`src/design/bsc_pkg.sv`:
```
`timescale 1ns / 1ps

package bsc_pkg;

   localparam int MAX_PROCESSES = 16;
   localparam int MAX_RESOURCES = 8;
   localparam int VALUE_WIDTH   = 16;

   localparam int ROW_WIDTH       = $clog2(MAX_PROCESSES);
   localparam int COL_WIDTH       = $clog2(MAX_RESOURCES);
   localparam int ROW_COUNT_WIDTH = $clog2(MAX_PROCESSES + 1);
   localparam int COL_COUNT_WIDTH = $clog2(MAX_RESOURCES + 1);
   localparam int TABLE_DEPTH     = MAX_PROCESSES * MAX_RESOURCES;
   localparam int TABLE_AW        = $clog2(TABLE_DEPTH);
   // available plus every allocation, summed
   localparam int WORK_WIDTH      = VALUE_WIDTH + ROW_COUNT_WIDTH;

   // fixed register and field widths
   localparam int NP_WIDTH        = 5;
   localparam int NR_WIDTH        = 4;
   localparam int CSR_DATA_WIDTH  = 5;
   localparam int CSR_INDEX_WIDTH = 1;
   localparam int MODE_WIDTH      = 2;
   localparam int PINDEX_WIDTH    = 4;
   localparam int RINDEX_WIDTH    = 3;
   localparam int PID_WIDTH       = 4;

   typedef enum logic [MODE_WIDTH-1:0] {
      MODE_LOAD_ALLOC = 2'd0,
      MODE_LOAD_MAX   = 2'd1,
      MODE_LOAD_AVAIL = 2'd2,
      MODE_RUN        = 2'd3
   } mode_type;

   typedef enum logic [CSR_INDEX_WIDTH-1:0] {
      CSR_NUM_PROCESSES = 1'b0,
      CSR_NUM_RESOURCES = 1'b1
   } csr_index_type;

   typedef logic [MAX_RESOURCES-1:0][VALUE_WIDTH-1:0] avail_vec_type;

   typedef struct packed {
      logic [VALUE_WIDTH-1:0] alloc_q;
      logic [VALUE_WIDTH-1:0] max_q;
   } table_q_type;

endpackage

```
`src/design/bsc_ram.sv`:
```
`timescale 1ns / 1ps

module bsc_ram #(
   parameter int WIDTH = 16,
   parameter int DEPTH = 128
) (
   input  logic                     clock,
   input  logic                     wr_en,
   input  logic [$clog2(DEPTH)-1:0] wr_addr,
   input  logic [WIDTH-1:0]         wr_data,
   input  logic [$clog2(DEPTH)-1:0] rd_addr,
   output logic [WIDTH-1:0]         rd_data
);

   logic [WIDTH-1:0] mem_ff [DEPTH];
   logic [WIDTH-1:0] rd_data_ff;

   always_ff @(posedge clock) begin
      if (wr_en) begin
         mem_ff[wr_addr] <= wr_data;
      end
      rd_data_ff <= mem_ff[rd_addr];
   end

   assign rd_data = rd_data_ff;

endmodule

```
`src/design/bsc_engine.sv`:
```
`timescale 1ns / 1ps

module bsc_engine
   import bsc_pkg::*;
(
   input  logic                       clock,
   input  logic                       reset,
   input  logic                       run,
   input  logic [ROW_COUNT_WIDTH-1:0] rows,
   input  logic [COL_COUNT_WIDTH-1:0] cols,
   input  avail_vec_type              avail,
   input  table_q_type                table_q,
   output logic [TABLE_AW-1:0]        rd_addr,
   output logic                       busy,
   output logic                       rsp_strobe,
   output logic                       rsp_safe_flag,
   output logic [PID_WIDTH-1:0]       rsp_process_id,
   output logic                       rsp_last
);

   typedef enum logic [4:0] {
      ST_IDLE = 5'b00001,
      ST_SCAN = 5'b00010,
      ST_FIT  = 5'b00100,
      ST_ADD  = 5'b01000,
      ST_EMIT = 5'b10000
   } state_type;

   state_type                  state_ff, state_in;
   logic [ROW_COUNT_WIDTH-1:0] row_ff, row_in;
   logic [COL_COUNT_WIDTH-1:0] col_ff, col_in;
   logic [ROW_COUNT_WIDTH-1:0] pass_ff, pass_in;
   logic                       progress_ff, progress_in;
   logic                       fail_ff, fail_in;
   logic                       rd_valid_ff, rd_valid_in;
   logic [COL_WIDTH-1:0]       rd_col_ff, rd_col_in;
   logic [MAX_PROCESSES-1:0]   finished_ff, finished_in;
   logic [ROW_COUNT_WIDTH-1:0] order_count_ff, order_count_in;
   logic [WORK_WIDTH-1:0]      work_ff [MAX_RESOURCES];
   logic [WORK_WIDTH-1:0]      work_in [MAX_RESOURCES];
   logic [ROW_WIDTH-1:0]       order_ff [MAX_PROCESSES];
   logic                       order_we;
   logic                       strobe_ff, strobe_in;
   logic                       safe_ff, safe_in;
   logic [PID_WIDTH-1:0]       pid_ff, pid_in;
   logic                       last_ff, last_in;

   logic                       issue;
   logic [WORK_WIDTH:0]        fit_sum;
   logic                       violation;
   logic                       sweep_done;

   assign rd_addr    = {row_ff[ROW_WIDTH-1:0], col_ff[COL_WIDTH-1:0]};
   assign issue      = (col_ff != cols);
   assign fit_sum    = (WORK_WIDTH+1)'(work_ff[rd_col_ff]) + (WORK_WIDTH+1)'(table_q.alloc_q);
   assign violation  = rd_valid_ff && ((WORK_WIDTH+1)'(table_q.max_q) > fit_sum);
   // last column compared or added, nothing left in flight
   assign sweep_done = !issue && rd_valid_ff;

   always_comb begin
      state_in       = state_ff;
      row_in         = row_ff;
      col_in         = col_ff;
      pass_in        = pass_ff;
      progress_in    = progress_ff;
      fail_in        = fail_ff;
      rd_valid_in    = 1'b0;
      rd_col_in      = col_ff[COL_WIDTH-1:0];
      finished_in    = finished_ff;
      order_count_in = order_count_ff;
      work_in        = work_ff;
      order_we       = 1'b0;
      strobe_in      = 1'b0;
      safe_in        = 1'b0;
      pid_in         = '0;
      last_in        = 1'b0;

      unique case (state_ff)
         ST_IDLE: begin
            if (run) begin
               for (int c = 0; c < MAX_RESOURCES; c++) begin
                  work_in[c] = WORK_WIDTH'(avail[c]);
               end
               finished_in    = '0;
               order_count_in = '0;
               pass_in        = '0;
               row_in         = '0;
               progress_in    = 1'b0;
               state_in       = ST_SCAN;
            end
         end
         ST_SCAN: begin
            if (row_ff == rows) begin
               // end of pass
               row_in = '0;
               if (!progress_ff || (pass_ff + ROW_COUNT_WIDTH'(1)) == rows) begin
                  state_in = ST_EMIT;
               end else begin
                  pass_in     = pass_ff + ROW_COUNT_WIDTH'(1);
                  progress_in = 1'b0;
               end
            end else if (finished_ff[row_ff[ROW_WIDTH-1:0]]) begin
               row_in = row_ff + ROW_COUNT_WIDTH'(1);
            end else begin
               col_in   = '0;
               fail_in  = 1'b0;
               state_in = ST_FIT;
            end
         end
         ST_FIT: begin
            rd_valid_in = issue;
            if (issue) begin
               col_in = col_ff + COL_COUNT_WIDTH'(1);
            end
            if (violation) begin
               fail_in = 1'b1;
            end
            if (sweep_done) begin
               if (fail_ff || violation) begin
                  row_in   = row_ff + ROW_COUNT_WIDTH'(1);
                  state_in = ST_SCAN;
               end else begin
                  col_in   = '0;
                  state_in = ST_ADD;
               end
            end
         end
         ST_ADD: begin
            rd_valid_in = issue;
            if (issue) begin
               col_in = col_ff + COL_COUNT_WIDTH'(1);
            end
            if (rd_valid_ff) begin
               work_in[rd_col_ff] = work_ff[rd_col_ff] + WORK_WIDTH'(table_q.alloc_q);
            end
            if (sweep_done) begin
               finished_in[row_ff[ROW_WIDTH-1:0]] = 1'b1;
               order_we       = 1'b1;
               order_count_in = order_count_ff + ROW_COUNT_WIDTH'(1);
               progress_in    = 1'b1;
               row_in         = row_ff + ROW_COUNT_WIDTH'(1);
               state_in       = ST_SCAN;
            end
         end
         ST_EMIT: begin
            strobe_in = 1'b1;
            if (order_count_ff != rows) begin
               // deadlock: a single beat
               last_in  = 1'b1;
               state_in = ST_IDLE;
            end else begin
               safe_in = 1'b1;
               pid_in  = PID_WIDTH'(order_ff[row_ff[ROW_WIDTH-1:0]]);
               if ((row_ff + ROW_COUNT_WIDTH'(1)) == order_count_ff) begin
                  last_in  = 1'b1;
                  state_in = ST_IDLE;
               end else begin
                  row_in = row_ff + ROW_COUNT_WIDTH'(1);
               end
            end
         end
         default: begin
            state_in = ST_IDLE;
         end
      endcase
   end

   always_ff @(posedge clock) begin
      if (reset) begin
         state_ff       <= ST_IDLE;
         row_ff         <= '0;
         col_ff         <= '0;
         pass_ff        <= '0;
         progress_ff    <= 1'b0;
         fail_ff        <= 1'b0;
         rd_valid_ff    <= 1'b0;
         finished_ff    <= '0;
         order_count_ff <= '0;
         strobe_ff      <= 1'b0;
         for (int c = 0; c < MAX_RESOURCES; c++) begin
            work_ff[c] <= '0;
         end
      end else begin
         state_ff       <= state_in;
         row_ff         <= row_in;
         col_ff         <= col_in;
         pass_ff        <= pass_in;
         progress_ff    <= progress_in;
         fail_ff        <= fail_in;
         rd_valid_ff    <= rd_valid_in;
         finished_ff    <= finished_in;
         order_count_ff <= order_count_in;
         strobe_ff      <= strobe_in;
         work_ff        <= work_in;
      end
   end

   always_ff @(posedge clock) begin
      rd_col_ff <= rd_col_in;
      safe_ff   <= safe_in;
      pid_ff    <= pid_in;
      last_ff   <= last_in;
      if (order_we) begin
         order_ff[order_count_ff[ROW_WIDTH-1:0]] <= row_ff[ROW_WIDTH-1:0];
      end
   end

   assign busy           = (state_ff != ST_IDLE);
   assign rsp_strobe     = strobe_ff;
   assign rsp_safe_flag  = safe_ff;
   assign rsp_process_id = pid_ff;
   assign rsp_last       = last_ff;

endmodule

```
`src/design/bankers_safety_check.sv`:
```
`timescale 1ns / 1ps

// Banker's algorithm safety check. Load beats (allocation, max claim, available) are taken
// one per cycle while busy is low and give no result. A run beat raises busy and walks the
// tables through the shared read address of the two table memories, one entry per cycle: in
// each pass a finished process is skipped, an unfinished one is compared column by column
// and, if it fits, has its allocation added to the work vector column by column; at most
// num_processes passes run. Results then follow one per cycle, num_processes beats for a
// safe state or one deadlock beat, each on rsp_strobe for a single cycle with no way to
// hold it off; the final beat carries rsp_last.

module bankers_safety_check
   import bsc_pkg::*;
(
   input  logic                       clock,
   input  logic                       reset,
   input  logic                       start,
   output logic                       busy,
   input  logic [MODE_WIDTH-1:0]      req_mode,
   input  logic [PINDEX_WIDTH-1:0]    req_process_index,
   input  logic [RINDEX_WIDTH-1:0]    req_resource_index,
   input  logic [VALUE_WIDTH-1:0]     req_value,
   output logic                       rsp_strobe,
   output logic                       rsp_safe_flag,
   output logic [PID_WIDTH-1:0]       rsp_process_id,
   output logic                       rsp_last,
   input  logic                       csr_wr_en,
   input  logic [CSR_INDEX_WIDTH-1:0] csr_index,
   input  logic [CSR_DATA_WIDTH-1:0]  csr_wr_data
);

   logic [NP_WIDTH-1:0]        num_processes_ff;
   logic [NR_WIDTH-1:0]        num_resources_ff;
   avail_vec_type              avail_ff;
   logic                       accept;
   logic                       load_alloc;
   logic                       load_max;
   logic                       load_avail;
   logic                       run;
   logic [TABLE_AW-1:0]        wr_addr;
   logic [TABLE_AW-1:0]        rd_addr;
   logic [ROW_COUNT_WIDTH-1:0] rows;
   logic [COL_COUNT_WIDTH-1:0] cols;
   table_q_type                table_q;

   always_ff @(posedge clock) begin
      if (reset) begin
         num_processes_ff <= NP_WIDTH'(1);
         num_resources_ff <= NR_WIDTH'(1);
      end else if (csr_wr_en) begin
         unique case (csr_index_type'(csr_index))
            CSR_NUM_PROCESSES: num_processes_ff <= csr_wr_data[NP_WIDTH-1:0];
            CSR_NUM_RESOURCES: num_resources_ff <= csr_wr_data[NR_WIDTH-1:0];
         endcase
      end
   end

   // out-of-range register values saturate
   always_comb begin
      priority if (num_processes_ff == '0) begin
         rows = ROW_COUNT_WIDTH'(1);
      end else if (32'(num_processes_ff) > MAX_PROCESSES) begin
         rows = ROW_COUNT_WIDTH'(MAX_PROCESSES);
      end else begin
         rows = ROW_COUNT_WIDTH'(num_processes_ff);
      end
      priority if (num_resources_ff == '0) begin
         cols = COL_COUNT_WIDTH'(1);
      end else if (32'(num_resources_ff) > MAX_RESOURCES) begin
         cols = COL_COUNT_WIDTH'(MAX_RESOURCES);
      end else begin
         cols = COL_COUNT_WIDTH'(num_resources_ff);
      end
   end

   assign accept     = start && !busy;
   assign load_alloc = accept && (req_mode == MODE_LOAD_ALLOC);
   assign load_max   = accept && (req_mode == MODE_LOAD_MAX);
   assign load_avail = accept && (req_mode == MODE_LOAD_AVAIL);
   assign run        = accept && (req_mode == MODE_RUN);
   assign wr_addr    = {req_process_index[ROW_WIDTH-1:0], req_resource_index[COL_WIDTH-1:0]};

   always_ff @(posedge clock) begin
      if (load_avail) begin
         avail_ff[req_resource_index[COL_WIDTH-1:0]] <= req_value;
      end
   end

   bsc_ram #(
      .WIDTH (VALUE_WIDTH),
      .DEPTH (TABLE_DEPTH)
   ) u_alloc_ram (
      .clock   (clock),
      .wr_en   (load_alloc),
      .wr_addr (wr_addr),
      .wr_data (req_value),
      .rd_addr (rd_addr),
      .rd_data (table_q.alloc_q)
   );

   bsc_ram #(
      .WIDTH (VALUE_WIDTH),
      .DEPTH (TABLE_DEPTH)
   ) u_max_ram (
      .clock   (clock),
      .wr_en   (load_max),
      .wr_addr (wr_addr),
      .wr_data (req_value),
      .rd_addr (rd_addr),
      .rd_data (table_q.max_q)
   );

   bsc_engine u_engine (
      .clock          (clock),
      .reset          (reset),
      .run            (run),
      .rows           (rows),
      .cols           (cols),
      .avail          (avail_ff),
      .table_q        (table_q),
      .rd_addr        (rd_addr),
      .busy           (busy),
      .rsp_strobe     (rsp_strobe),
      .rsp_safe_flag  (rsp_safe_flag),
      .rsp_process_id (rsp_process_id),
      .rsp_last       (rsp_last)
   );

endmodule

```
`config.mk`:
```
export PLATFORM = sky130hd
export DESIGN_NAME = bankers_safety_check
export DESIGN_NICKNAME = d
export VERILOG_FILES = /design/src/design/bsc_pkg.sv /design/src/design/bsc_ram.sv /design/src/design/bsc_engine.sv /design/src/design/bankers_safety_check.sv
export SDC_FILE = /design/constraint.sdc
export NUM_CORES = 2
export LEC_CHECK = 0
export BUFFER_PORTS_ARGS = -buffer_cell sky130_fd_sc_hd__buf_2
export CORE_AREA = 5 5 634 636
export DETAILED_ROUTE_END_ITERATION = 8
export DIE_AREA = 0 0 639 641
export PLACE_DENSITY = 0.62
export RECOVER_POWER = 25
export SLEW_MARGIN = 10
export SYNTH_ARGS = -nofsm -noshare
export SYNTH_HDL_FRONTEND = slang
export SYNTH_MEMORY_MAX_BITS = 65536
export SYNTH_SLANG_ARGS = --single-unit
export TNS_END_PERCENT = 5
```
`constraint.sdc`:
```
create_clock -name clock -period 14.6 [get_ports clock]
set_clock_uncertainty 0.2 [all_clocks]
set_input_delay 0.73 -clock clock [delete_from_list [all_inputs] [get_ports clock]]
set_output_delay 0.73 -clock clock [all_outputs]
set_load 0.01 [all_outputs]
```
* Word level (Yosys, flattened, before mapping)
Memory sizes are Yosys's and may differ from the RTL's. A register that Yosys moved wholly into a read port is not among the register bits. Index checks and enable logic that the tools add are counted.
Storage, ports and cells: register bits 354, latch bits 0, bits in writable memories 4160, ROM bits 0, input bits 35, output and inout bits 8, logic and storage cells 195, memories kept 3
Memory list:
- u_alloc_ram.mem_ff | depth 128, width 16, read ports 1, clocked after Yosys merged registers in 1, write ports 1, RTL line bsc_ram.sv:15 | logic [WIDTH-1:0] mem_ff [DEPTH];
- u_max_ram.mem_ff | depth 128, width 16, read ports 1, clocked after Yosys merged registers in 1, write ports 1, RTL line bsc_ram.sv:15
- u_engine.order_ff | depth 16, width 4, read ports 1, clocked after Yosys merged registers in 1, write ports 1, RTL line bsc_engine.sv:41 | logic [ROW_WIDTH-1:0] order_ff [MAX_PROCESSES];
Cells by class: $add $sub $neg 6, multipliers 0, divide/modulo/power cells 0, $lt $le $gt $ge 9, equality and inequality tests 30, shift operators 0, muxes and demuxes 74, bitwise operators 5, reduce and logical (&&, ||, !) cells 37
Operators with widths (number):
- 2-to-1 mux 168 bit | 2
- one-hot mux 168 bit (2 select lines) | 1
- bitwise mux 168 bit | 1
- bitwise mux 128 bit | 1
- 2-to-1 mux 5 bit | 21
- binary-select mux 21 bit (select 3 bit) | 1
- demux 21 bit (select 3 bit) | 1
- 2-to-1 mux 21 bit | 3
- one-hot mux 5 bit (5 select lines) | 2
- demux 16 bit (select 3 bit) | 1
- 2-to-1 mux 16 bit | 3
- 2-to-1 mux 4 bit | 8
- one-hot mux 16 bit (2 select lines) | 1
- adder 21 x 16 -> 22 bit | 1
- > comparator 16 x 22 -> 1 bit | 1
- adder 21 x 16 -> 21 bit | 1
- 2-to-1 mux 1 bit | 21
- one-hot mux 5 bit (2 select lines) | 2
- bitwise OR 16 bit | 1
- adder 5 x 1 -> 5 bit (second input constant) | 3
- equality test 5 bit | 3
- != test 2 x 1 -> 1 bit (second input constant) | 6
- != test 2 bit (second input constant) | 6
- one-hot mux 4 bit (3 select lines) | 1
- other kinds (44) | 69

* Longest topological paths before layout
word-level depth 11, mapped depth 26, mapped depth without buffers 23

* Hierarchy
A second synthesis with hierarchy kept.
Unflattened totals: cell total of the unflattened synthesis 7933, area total of the unflattened synthesis 176157.7 um^2
Modules (own cells, without submodules):
- bsc_ram | times used 2, cells each 3086, area each 78522.8 um^2, seq. area each 61819.3 um^2
- bsc_engine | times used 1, cells each 1569, area each 14706.6 um^2, seq. area each 6346.1 um^2
- bankers_safety_check | times used 1, cells each 192, area each 4405.5 um^2, seq. area each 4023.9 um^2

* Least setup slack after synthesis
OpenSTA, ideal clock, no wires.
path type register -> register, start point register u_engine.rd_col_ff[1], end point register u_engine.row_ff[0], setup time 0.121 ns, arrival time 5.136 ns, data required time 14.279 ns, slack 9.142 ns, stages on the path, launching flop included 26, buffers on the path 2, period minus slack after synthesis 5.458 ns, cell sequence dfxtp_1 > inv_1 > clkbuf_1 > nor3_1 > clkbuf_1 > a22oi_1 > nand4_1 > ha_1 > fa_1 > a21oi_1 > o211ai_1 > a21oi_1 > o21bai_1 > a21oi_1 > o21ai_0 > a21oi_1 > xor2_1 > ha_1 > nand2_1 > nor2_1 > nand4_1 > o2111ai_1 > o2111ai_2 > o21ai_4 > nand2_4 > mux2_4
On the way: cells in the longest elaborated chain, start to end 10
RTL lines:
- from (decl) | RTL line bsc_engine.sv:36 | logic [COL_WIDTH-1:0] rd_col_ff, rd_col_in;
- from (signal assigned) | RTL line bsc_engine.sv:199 | rd_col_ff <= rd_col_in;
- inverter 3 -> 4 bit (implied by the code) | RTL line bsc_engine.sv:55 | assign fit_sum = (WORK_WIDTH+1)'(work_ff[rd_col_ff]) + (WORK_WIDTH+1)'(table_q.alloc_q);
- binary-select mux 21 bit (select 3 bit) | RTL line bsc_engine.sv:55
- 2-to-1 mux 21 bit (implied by the code) (2 in a row) | RTL line bsc_engine.sv:55
- adder 21 x 16 -> 22 bit | RTL line bsc_engine.sv:55
- > comparator 16 x 22 -> 1 bit | RTL line bsc_engine.sv:56 | assign violation = rd_valid_ff && ((WORK_WIDTH+1)'(table_q.max_q) > fit_sum);
- logical AND 1 bit | RTL line bsc_engine.sv:56
- logical OR 1 bit | RTL line bsc_engine.sv:119 | if (fail_ff || violation) begin
- != test 2 x 1 -> 1 bit (no line)
- AND reduction 8 bit (no line)
- to (signal assigned) | RTL line bsc_engine.sv:185 | row_ff <= row_in;
- to (decl) | RTL line bsc_engine.sv:30 | logic [ROW_COUNT_WIDTH-1:0] row_ff, row_in;
No other way between the ends. The select of a mux whose other input is x is not followed. A chain may end at the register's enable or synchronous reset.

* Final worst setup path
start point input req_value[9], end point memory u_alloc_ram.mem_ff[39][9], data pin
RTL lines:
- from (decl) | RTL line bankers_safety_check.sv:22 | input logic [VALUE_WIDTH-1:0] req_value,
- to (decl) | RTL line bsc_ram.sv:15
Straight into the memory's write port.

==> key figures <==
Clocking
  • CTS tree: built
  • # clock sinks: between 4000 and 5000
  • Root Driver: clkbuf_16
  • Post-CTS resize count: 0
  • Worst-path clk slew: around 60 ps
  • Maximum root-to-sink buffer count: 4
  • CTS buffer count: between 400 and 500
  • Later-pin clock latency in the skew report: 1000 ps
  • H-tree levels: 5

Final layout
  • Fillers: approximately 31000
  • Footprint of the multi-input gates: 40200 sq um
  • Layout cell share with drive strength beyond 1: ~22%
  • # nets final: 9374
  • Synth-to-Final Area Change: 12.4%
  • FF/Latch Area: around 130000 sq um

Power and ir drop
  • P_int: about 21 mW
  • Clk pwr share: ~41%
  • Switching Fraction: 22.7%
  • Pwr dens: between 100 and 150 nW/um^2
  • Seq pwr share: between 50% and 60%
  • Final Power: 27.8 mW
  • Leak: approximately 60 nW
  • Maximum vdd ir drop: roughly 140 uV
  • Gate power share: under 10%
  • Switching power: around 6.3 mW

Synth
  • Post-synth EDFFs: 4288
  • Mapped Area: around 180000 sq um
  • Async SR Flop Fraction: 0%
  • Ranking of synthesized cells by area: edfxtp_1 (73%), mux4_2 (12%), dfxtp_1 (3.0%)
  • Yosys warns: 0
  • Mean Syn Cell Area: between 15 and 20 sq um
  • Ys flop type: edfxtp_1
  • Post-Synth Simple-Gate Area: 2.45%
  • Yosys reg bits: around 4600
  • Post-synth top area share: about 73%
  • Yosys cell types: 93
  • Post-synthesis compound-gate area fraction: 4.79%
  • Post-Synth XOR/XNOR Area: 0.173%
  • Synth area leader: edfxtp_1
  • Register area share after synthesis: 75.7%
  • Post-Syn Instances: roughly 8900
  • Post-Syn Nets: about 9000
  • Adder-cell share of the synthesized area: less than 1%
  • Mux contribution to synthesized area: 14.8%
  • Largest family of logic cells by synthesized area: multiplexers

Timing
  • Hold Slack: approximately 120 ps
  • Slew @ Worst Pin: roughly 8000 ps
  • Setup Viol. Count Final: 0
  • Fin crit share: a little under three fifths
  • Fin. Hold Viols: 0
  • Minimum clock period: 8250 ps
  • Setup_tns: 0 ps
  • Fin. max-slew vios: around 2600
  • Highest Clock Rate: 121 MHz
  • Worst rel slew slack: -428%
  • Unrepaired setup endpoints after global routing: no

Detailed routing
  • Routed WL: approximately 480000 microns
  • Avg WL per Cell: roughly 32 microns
  • Final ANT Viol Nets: 0
  • Vias per cell: 6.17
  • 1st-iter DRT viols: about 11000
  • DRC viols: 0
  • Drt first pass iters: 8
  • Total number of vias: around 90000

GRT
  • First-pass GRT wire length: 681000 microns
  • Largest net degree at the start of global routing: between 150 and 200
  • Initial antenna violation count: 32
  • Overall routing resource usage: 22.9%
  • Vias in the first global route: 91688
  • GR Overflow Total: 0

Floorplan
  • Die area: 410000 sq um
  • Initial Util: between 40% and 50%
  • DIE HEIGHT: approximately 640 microns
  • Floorplan core area: a little under 400000 sq um
  • # rows: 231
  • I/O Pins: 43
  • Die width: roughly 640 microns

Placement
  • Routability Congestion: 0.863
  • Post-DP HPWL: about 280000 microns
  • PortBufs: 42

Run
  • Max Cap Viol: 31

Worst hold path
  • HP Class: input port to flip-flop

Setup path
  • Crit Path Category: input port to flip-flop
  • CP arrival: 8660 ps
  • Largest fanout on the critical path: 109
  • CP endpoint kind: flip-flop
  • Worst setup SP type: input port
  • Worst EP required: 15020 ps
  • R2R Setup Slk: roughly 7700 ps

Outcome
  • Outcome: complete, but fails checks
  • Failing checks: max-capacitance violations, max-slew violations
-- synthesized netlist by cell type, types with 80 or more instances --
cell type	instances
a211oi_1	157
a21oi_1	204
a22oi_1	107
buf_2	110
clkbuf_1	239
dfxtp_1	262
edfxtp_1	4288
mux2i_1	520
mux4_2	922
nand2_1	180
nor2_1	589
nor3_1	80
o21ai_0	124
o221ai_1	224
o22ai_1	230
-- routing by layer --
metal	share of wire, %	up-vias	wire length (microns)	GRT usage (%)
met2	48	4208	228000	36.8
met5	0.0056	-	27	0
met4	3.7	4	17600	7.68
met1	41	49128	194000	32.4
li1	-	37907	-	-
met3	8.0	812	38400	3.52
-- state kept, by name (all words and copies together), names as in the netlist --
signal,count
u_alloc_ram.mem_ff,2048
u_max_ram.mem_ff,2048
u_engine.work_ff,168
avail_ff,128
u_engine.order_ff,64
u_alloc_ram.rd_data,16
u_engine.finished_ff,16
u_max_ram.rd_data,16
num_processes_ff,5
u_engine.order_count_ff,5
u_engine.pass_ff,5
u_engine.row_ff,5
u_engine.state_ff,5
num_resources_ff,4
u_engine.col_ff,4
u_engine.rsp_process_id,4
u_engine.rd_col_ff,3
u_engine.fail_ff,1
u_engine.progress_ff,1
u_engine.rd_valid_ff,1
u_engine.rsp_last,1
u_engine.rsp_safe_flag,1
u_engine.rsp_strobe,1
-- layout by cell type (no fill, tap or decap), types with 76 or more instances in the layout --
cell       synthesis  final
nand2_1          180    179
nor2_1           589    518
clkbuf_16          0    449
nor3_1            80     76
o221ai_1         224    224
buf_4             46    400
o22ai_1          230    230
clkinv_1           3     86
dfxtp_1          262    261
mux4_2           922    922
a211oi_1         157    157
a22oi_1          107    107
edfxtp_1        4288   4288
mux2i_1          520    520
clkinv_2           0     83
clkbuf_1         239    128
a21oi_1          204    195
o21ai_0          124    124
-- final timing paths --
check                           from                        end  cells after the start
max                     req_value[9]  u_alloc_ram.mem_ff[39][9]                      3
min reg2reg  u_engine.finished_ff[2]    u_engine.finished_ff[2]                      2
min                            reset      u_engine.work_ff[144]                      2
max reg2reg       u_engine.col_ff[0]       u_max_ram.rd_data[7]                      9
-- power by group through the flow --
stage	sequential, mW	combinational, mW	clock, mW
6_report	14.6	1.80	11.4
3_5_place_dp	14.9	1.77	0
2_1_floorplan	14.8	1.04	0
5_1_grt	14.6	1.94	12.1
3_3_place_gp	14.9	1.74	0
4_1_cts	14.6	1.78	11.5
-- timing repair --
item                                   CTS  global route
endpoints found under the hold margin   87             0
buffers inserted                         0             0
hold buffers                            16             0
-- stage by stage --
stage               area (sq um)  utilization (%)  instances  setup slack, ps
finish                    199000             50.4      14924             6350
global route              199000             50.4      14915             5680
CTS                       199000             50.4      14910             7790
detailed placement        185000             46.7      14074             7800
global placement          185000             46.7      14072             7700
floorplan                 177000                -       8913             9140
-- cell families after synthesis --
family	Yosys count
AO/OA/AOI/OAI	1215
XOR/XNOR	35
adder cells (fa/ha/maj)	43
buffers and inverters	590
flip-flops	4550
multiplexers	1461
AND/OR/NAND/NOR	1019
-- layout make-up --
class | instances | share of cell area, %
inverters | 44 | 0.0917
clock buffers | 564 | 5.94
multi-input cells | 3773 | 20.2
diodes | 12 | 0.0151
well taps | 5242 | 3.29
repair buffers | 483 | 1.84
flip-flops and latches | 4550 | 67.3
clock inverters | 256 | 1.31
-- worst max-delay path, stage by stage --
cell,delay (ps)
clkbuf_1,3530
clkbuf_1,3020
buf_4,1010
No activity file was read; power rests on OpenSTA's default activity.
